<file path="src/rtl/alu_with_math_ops_and_flags_top_macros.svh">
// Assertion macros for the ALU block.
`ifndef ALU_WITH_MATH_OPS_AND_FLAGS_TOP_MACROS_SVH
`define ALU_WITH_MATH_OPS_AND_FLAGS_TOP_MACROS_SVH
`ifndef SYNTHESIS
// Implication checked on every clock, disabled in reset.
`define AMF_ASSERT_IMP(label, clk, rst_n, ante, cons, msg) \
	label: assert property (@(posedge clk) disable iff (!rst_n) (ante) |-> (cons)) \
		else $error(msg);
// Next-cycle implication.
`define AMF_ASSERT_NXT(label, clk, rst_n, ante, cons, msg) \
	label: assert property (@(posedge clk) disable iff (!rst_n) (ante) |=> (cons)) \
		else $error(msg);
`else
`define AMF_ASSERT_IMP(label, clk, rst_n, ante, cons, msg)
`define AMF_ASSERT_NXT(label, clk, rst_n, ante, cons, msg)
`endif
`endif

</file>
<file path="src/rtl/amf_pkg.sv">
// ----------------------------------------------------------------------------
// amf_pkg
// Shared types, operation codes and constant tables of the ALU.
// ----------------------------------------------------------------------------
`default_nettype none
package amf_pkg;
	localparam int unsigned OpW   = 5;
	localparam int unsigned DataW = 32;
	localparam int unsigned ResW  = 64;
	localparam int unsigned QueueDepthDef = 4;

	localparam logic [OpW-1:0] OP_ADD = 5'd0, OP_SUB = 5'd1, OP_INC = 5'd2,
		OP_DEC = 5'd3, OP_MUL = 5'd4, OP_DIV = 5'd5, OP_SQR = 5'd6,
		OP_SQRT = 5'd7, OP_PASSA = 5'd8, OP_PASSB = 5'd9, OP_ZERO = 5'd10,
		OP_ONES = 5'd11, OP_LN = 5'd12, OP_LOG10 = 5'd13, OP_EXP = 5'd14,
		OP_OR = 5'd15, OP_AND = 5'd16, OP_XOR = 5'd17, OP_NOT = 5'd18,
		OP_SHR = 5'd19, OP_SHL = 5'd20;

	// Execution class chosen by the front end
	typedef enum logic [2:0] {
		CL_SIMPLE, CL_MUL, CL_DIV, CL_SQRT
	} op_class_t;

	typedef struct packed {
		op_class_t        cls;
		logic [OpW-1:0]   action;
		logic [DataW-1:0] operand_a;
		logic [DataW-1:0] operand_b;
		logic [ResW-1:0]  simple_res;
	} amf_item_t;

	localparam logic [63:0] SAT64 = 64'h7FFF_FFFF_FFFF_FFFF;
	localparam logic [63:0] ALL32 = 64'h0000_0000_FFFF_FFFF;

	function automatic logic [31:0] ln_edge(input logic [4:0] i);
		logic [31:0] e;
		begin
			unique case (i)
				5'd0: e = 32'd3;          5'd1: e = 32'd8;
				5'd2: e = 32'd21;         5'd3: e = 32'd55;
				5'd4: e = 32'd149;        5'd5: e = 32'd404;
				5'd6: e = 32'd1097;       5'd7: e = 32'd2981;
				5'd8: e = 32'd8104;       5'd9: e = 32'd22027;
				5'd10: e = 32'd59875;     5'd11: e = 32'd162755;
				5'd12: e = 32'd442414;    5'd13: e = 32'd1202605;
				5'd14: e = 32'd3269018;   5'd15: e = 32'd8886111;
				5'd16: e = 32'd24154953;  5'd17: e = 32'd65659970;
				5'd18: e = 32'd178482301; 5'd19: e = 32'd485165196;
				5'd20: e = 32'd1318815735; 5'd21: e = 32'd3584912847;
				default: e = 32'hFFFF_FFFF;
			endcase
			return e;
		end
	endfunction

	function automatic logic [31:0] pow10(input logic [3:0] i);
		logic [31:0] e;
		begin
			unique case (i)
				4'd1: e = 32'd10;         4'd2: e = 32'd100;
				4'd3: e = 32'd1000;       4'd4: e = 32'd10000;
				4'd5: e = 32'd100000;     4'd6: e = 32'd1000000;
				4'd7: e = 32'd10000000;   4'd8: e = 32'd100000000;
				4'd9: e = 32'd1000000000;
				default: e = 32'hFFFF_FFFF;
			endcase
			return e;
		end
	endfunction

	function automatic logic [63:0] exp_tab(input logic [5:0] k);
		logic [63:0] v;
		begin
			unique case (k)
				6'd0: v = 64'd1; 6'd1: v = 64'd2; 6'd2: v = 64'd7; 6'd3: v = 64'd20;
				6'd4: v = 64'd54; 6'd5: v = 64'd148; 6'd6: v = 64'd403;
				6'd7: v = 64'd1096; 6'd8: v = 64'd2980; 6'd9: v = 64'd8103;
				6'd10: v = 64'd22026; 6'd11: v = 64'd59874; 6'd12: v = 64'd162754;
				6'd13: v = 64'd442413; 6'd14: v = 64'd1202604; 6'd15: v = 64'd3269017;
				6'd16: v = 64'd8886110; 6'd17: v = 64'd24154952;
				6'd18: v = 64'd65659969; 6'd19: v = 64'd178482300;
				6'd20: v = 64'd485165195; 6'd21: v = 64'd1318815734;
				6'd22: v = 64'd3584912846; 6'd23: v = 64'd9744803446;
				6'd24: v = 64'd26489122129; 6'd25: v = 64'd72004899337;
				6'd26: v = 64'd195729609428; 6'd27: v = 64'd532048240601;
				6'd28: v = 64'd1446257064291; 6'd29: v = 64'd3931334297144;
				6'd30: v = 64'd10686474581524; 6'd31: v = 64'd29048849665247;
				6'd32: v = 64'd78962960182680; 6'd33: v = 64'd214643579785916;
				6'd34: v = 64'd583461742527454; 6'd35: v = 64'd1586013452313430;
				6'd36: v = 64'd4311231547115195; 6'd37: v = 64'd11719142372802611;
				6'd38: v = 64'd31855931757113756; 6'd39: v = 64'd86593400423993746;
				6'd40: v = 64'd235385266837019985; 6'd41: v = 64'd639843493530054949;
				6'd42: v = 64'd1739274941520501047;
				6'd43: v = 64'd4727839468229346561;
				default: v = SAT64;
			endcase
			return v;
		end
	endfunction
endpackage
`default_nettype wire

</file>
<file path="src/rtl/amf_queue.sv">
// ----------------------------------------------------------------------------
// amf_queue
// Small FIFO between the front end and the execution back end.
// ----------------------------------------------------------------------------
`default_nettype none
module amf_queue #(
	parameter int unsigned Depth = amf_pkg::QueueDepthDef
) (
	input  wire logic          clk,
	input  wire logic          arst_n,
	input  amf_pkg::amf_item_t wr_item,
	input  wire logic          wr_valid,
	output logic               wr_ready,
	output amf_pkg::amf_item_t rd_item,
	output logic               rd_valid,
	input  wire logic          rd_ready
);
	import amf_pkg::*;
	localparam int unsigned AW = (Depth > 1) ? $clog2(Depth) : 1;

	amf_item_t       mem_q [Depth];
	logic [AW-1:0]   wp_q, rp_q;
	logic [AW:0]     cnt_q;
	logic            wr, rd;

	assign wr_ready = (cnt_q != (AW+1)'(Depth));
	assign rd_valid = (cnt_q != '0);
	assign wr = wr_valid && wr_ready;
	assign rd = rd_valid && rd_ready;
	assign rd_item = mem_q[rp_q];

	always_ff @(posedge clk or negedge arst_n) begin
		if (!arst_n) begin
			wp_q <= '0;
			rp_q <= '0;
			cnt_q <= '0;
		end else begin
			if (wr) wp_q <= (wp_q == AW'(Depth-1)) ? '0 : wp_q + 1'b1;
			if (rd) rp_q <= (rp_q == AW'(Depth-1)) ? '0 : rp_q + 1'b1;
			cnt_q <= cnt_q + (AW+1)'(wr) - (AW+1)'(rd);
		end
	end

	always_ff @(posedge clk) begin
		if (wr) mem_q[wp_q] <= wr_item;
	end
endmodule
`default_nettype wire

</file>
<file path="config.mk">
export PLATFORM = sky130hd
export DESIGN_NAME = amf_queue
export DESIGN_NICKNAME = d
export VERILOG_FILES = /design/src/rtl/alu_with_math_ops_and_flags_top_macros.svh /design/src/rtl/amf_pkg.sv /design/src/rtl/amf_queue.sv
export SDC_FILE = /design/constraint.sdc
export NUM_CORES = 1
export LEC_CHECK = 0
export ABC_CLOCK_PERIOD_IN_PS = 4200
export BUFFER_PORTS_ARGS = -buffer_cell sky130_fd_sc_hd__buf_2
export CORE_UTILIZATION = 51
export DETAILED_ROUTE_END_ITERATION = 12
export PLACE_DENSITY = 0.8
export SYNTH_ARGS = -nofsm -noshare
export SYNTH_HDL_FRONTEND = slang
export SYNTH_SLANG_ARGS = --single-unit
</file>
<file path="constraint.sdc">
create_clock -name clk -period 4.2 [get_ports clk]
set_input_delay 0.21 -clock clk [delete_from_list [all_inputs] [get_ports clk]]
set_output_delay 0.21 -clock clk [all_outputs]
set_load 0.05 [all_outputs]
</file>
==> flow_summary.ini <==
[yosys]
synth_cell_types = 20
nets_in_the_synthesized_netlist = 897
post_synth_inst_count = 749
synth.area.top_cells = sky130_fd_sc_hd__edfxtp_1 (81%), sky130_fd_sc_hd__mux4_2 (15%), sky130_fd_sc_hd__dfrtp_1 (0.87%)
synth-compound-area-share = 0
post-synth-top-area-fraction = 0.814
synth_xor_xnor_area_share = 0.000872
post-synth-top-area-cell = sky130_fd_sc_hd__edfxtp_1
post_synth_fa_ha_maj_area_fraction = 0.00536
yosys_register_bits = 551
sequential_to_total_area_share_from_yosys_stat = 0.822
synthSimpleGateAreaFrac = 0.00343
main_combinational_cell_family_by_area_after_synthesis = multiplexers
synthesis.area_mm2 = 0.0201
synth.mux.area_fraction = 0.155
ys_warn_count = 0
post_synth.cell_area_avg_um2 = 26.8

[cts]
cts_root_buf = sky130_fd_sc_hd__clkbuf_16
cts_tree = done
insertion_delay_ns = 0.59
cts_post_setup_buffers_inserted = 0
clock_path_buffers = 3
numCtsBuffers = 54
clock_sinks = 551
worst_setup_hold_path_clk_slew_ns = 0.06
cts-htree-levels = 2

[grt]
pin_count_of_the_biggest_net_entering_global_routing = 139
number_of_antenna_violations_at_the_first_check_in_global_routing = 3
grt_pass1_wl_um = 60600
grt_overflow_total = 0
all_layer_global_routing_usage = 0.201
grt_pass1_vias = 10446

[worst_setup_path]
path_max_fanout = 30
worst_setup_sp_type = flop
timing.setup.critical_path_class = flop to output pin
required_ns = 3.99
critical_path.endpoint_type = output pin
crit_path_arrival_time_ns = 2.84

[floorplanning]
floorplan.die_area_mm2 = 0.0402
placement_rows = 72
die_width_um = 200
top_level_ports = 278
initial_utilization = 0.518
die-height_um = 200
design.core.area_mm2 = 0.0387

[sta]
report.final.slew_viol_count = 0
min_period_over_period = 0.726
final_period_minus_worst_setup_slack_ns = 3.05
grt_setup_unrepaired = false
worst_slew_pin_slew_ns = 0.861
max-slew-margin-rel = 0.426
clock_skew_ns = 0.0115
setup-tns-final_ns = 0
finalHoldViolations = 0
setup_viol = 0
max_clock_freq_ghz = 0.328

[run_status]
outcome = finished clean

[routing]
antenna_left = 0
firstDrtPassIters = 4
route.detailed.drc = 0
finalWirelength_um = 39300
route.detailed.wl_per_inst_um = 22.3
detailedRoute.firstIterationViolations = 549
drt-vias-per-instance = 5.39
route.vias.total = 9491

[final_layout]
syn2layout_area_growth_pct = 25.0
final_nets = 1350
drive_gt1_frac = 0.411
fill_cells = 2520
final_cells = 1760
most_common_cell_after_layout_fill_and_taps_aside = sky130_fd_sc_hd__edfxtp_1
most-common-layout-cells = sky130_fd_sc_hd__edfxtp_1 (544), sky130_fd_sc_hd__buf_2 (277), sky130_fd_sc_hd__dlygate4sd3_1 (139)

[place]
placed_cells = 1525
dp.final_hpwl_um = 21500
port_buffers = 277
gp_routability_congestion = 0.716

[power_and_ir_drop]
static-leakage-power_nw = 8.63
power.density_mw_per_mm2 = 785
maximum_vdd_ir_drop_mv = 0.657

[job]
drv_cap = 0

[worst_hold_path]
min-delay-path-class = primary input to flop
sequential cells by signal, indices dropped and copies added, names as in the netlist:
register  count
cnt_q         3
mem_q       544
rp_q          2
wp_q          2
path summary, 6_finish.rpt:
| path | end | startpoint | slack (ns) | cells after the start |
|---|---|---|---|---|
| min reg2reg | cnt_q[2]$_DFF_PN0_ | cnt_q[2]$_DFF_PN0_ | 0.52 | 1 |
| max in group asynchronous | rp_q[1]$_DFFE_PN0P_ | arst_n | 3.29 | 3 |
| min in group asynchronous | cnt_q[1]$_DFF_PN0_ | arst_n | 0.62 | 3 |
| max reg2reg | cnt_q[2]$_DFF_PN0_ | cnt_q[1]$_DFF_PN0_ | 1.78 | 10 |
| min | wp_q[0]$_DFFE_PN0P_ | wr_valid | 0.10 | 3 |
| max | rd_item[51] | rp_q[0]$_DFFE_PN0P_ | 1.15 | 3 |
stage by stage:
step | setup WS (ns) | utilization | area, µm² | hold slack, ns | power [mW]
global placement | 1.68 | 0.570 | 22100 | 0.0522 | 15.2
detailed placement | 1.67 | 0.570 | 22100 | 0.0596 | 15.3
global route | 0.930 | 0.648 | 25100 | 0.0865 | 20.5
finish | 1.15 | 0.648 | 25100 | 0.103 | 19.7
floorplan | 1.29 | - | 20100 | -0.0856 | 13.6
CTS | 1.02 | 0.648 | 25100 | 0.0634 | 19.9
power breakdown:
part | switching (mW) | internal, mW
Sequential | 0.339 | 7.26
Combinational | 5.34 | 2.30
Clock | 1.91 | 2.54
layer usage:
| metal | track usage | part of all wire | up-vias |
|---|---|---|---|
| met4 | 0.0657 | 0.024 | 2 |
| li1 | - | - | 4154 |
| met3 | 0.0601 | 0.080 | 66 |
| met5 | 0 | 0.00031 | - |
| met2 | 0.333 | 0.50 | 367 |
| met1 | 0.257 | 0.39 | 4902 |
cell families (layout without fill, tap and decap cells):
group / Yosys count / in the layout
DFF: 551 / 551
muxes: 140 / 140
buffers and inverters: 38 / 529
and+or+nand+nor: 10 / 10
adders and majority gates: 8 / 8
xor gates and xnor gates: 2 / 2
other: 0 / 2
final cells by class:
cell class	count	area [µm²]	area share
Timing Repair Buffer	428	2960	0.118
Tap cell	518	648	0.0258
Clock buffer	68	1400	0.0559
Sequential cell	551	16500	0.658
Multi-Input combinational cell	160	3320	0.132
Clock inverter	26	221	0.00882
Antenna cell	2	5.00	0.000199
Inverter	7	26.3	0.00105
synthesized netlist by cell type (all sizes together):
master,count
fa,1
edfxtp,544
mux2,4
nor2,2
buf,29
or3,1
and2,1
ha,7
inv,7
xnor2,2
and3,4
clkbuf,2
dfrtp,7
nand2,1
or3b,1
mux4,136
critical path, stage by stage (launching register included):
cell	delay (ns)
sky130_fd_sc_hd__dfrtp_4	0.85
sky130_fd_sc_hd__buf_4	0.56
sky130_fd_sc_hd__mux4_2	0.59
sky130_fd_sc_hd__buf_2	0.23
timing repair:
action | 4_1_cts | 5_1_grt
endpoints found under the hold margin | 553 | 0
gates resized for setup | 0 | 0
setup endpoints to repair | 0 | 0
hold buffers | 139 | 0
(Power assumes the default switching activity.)
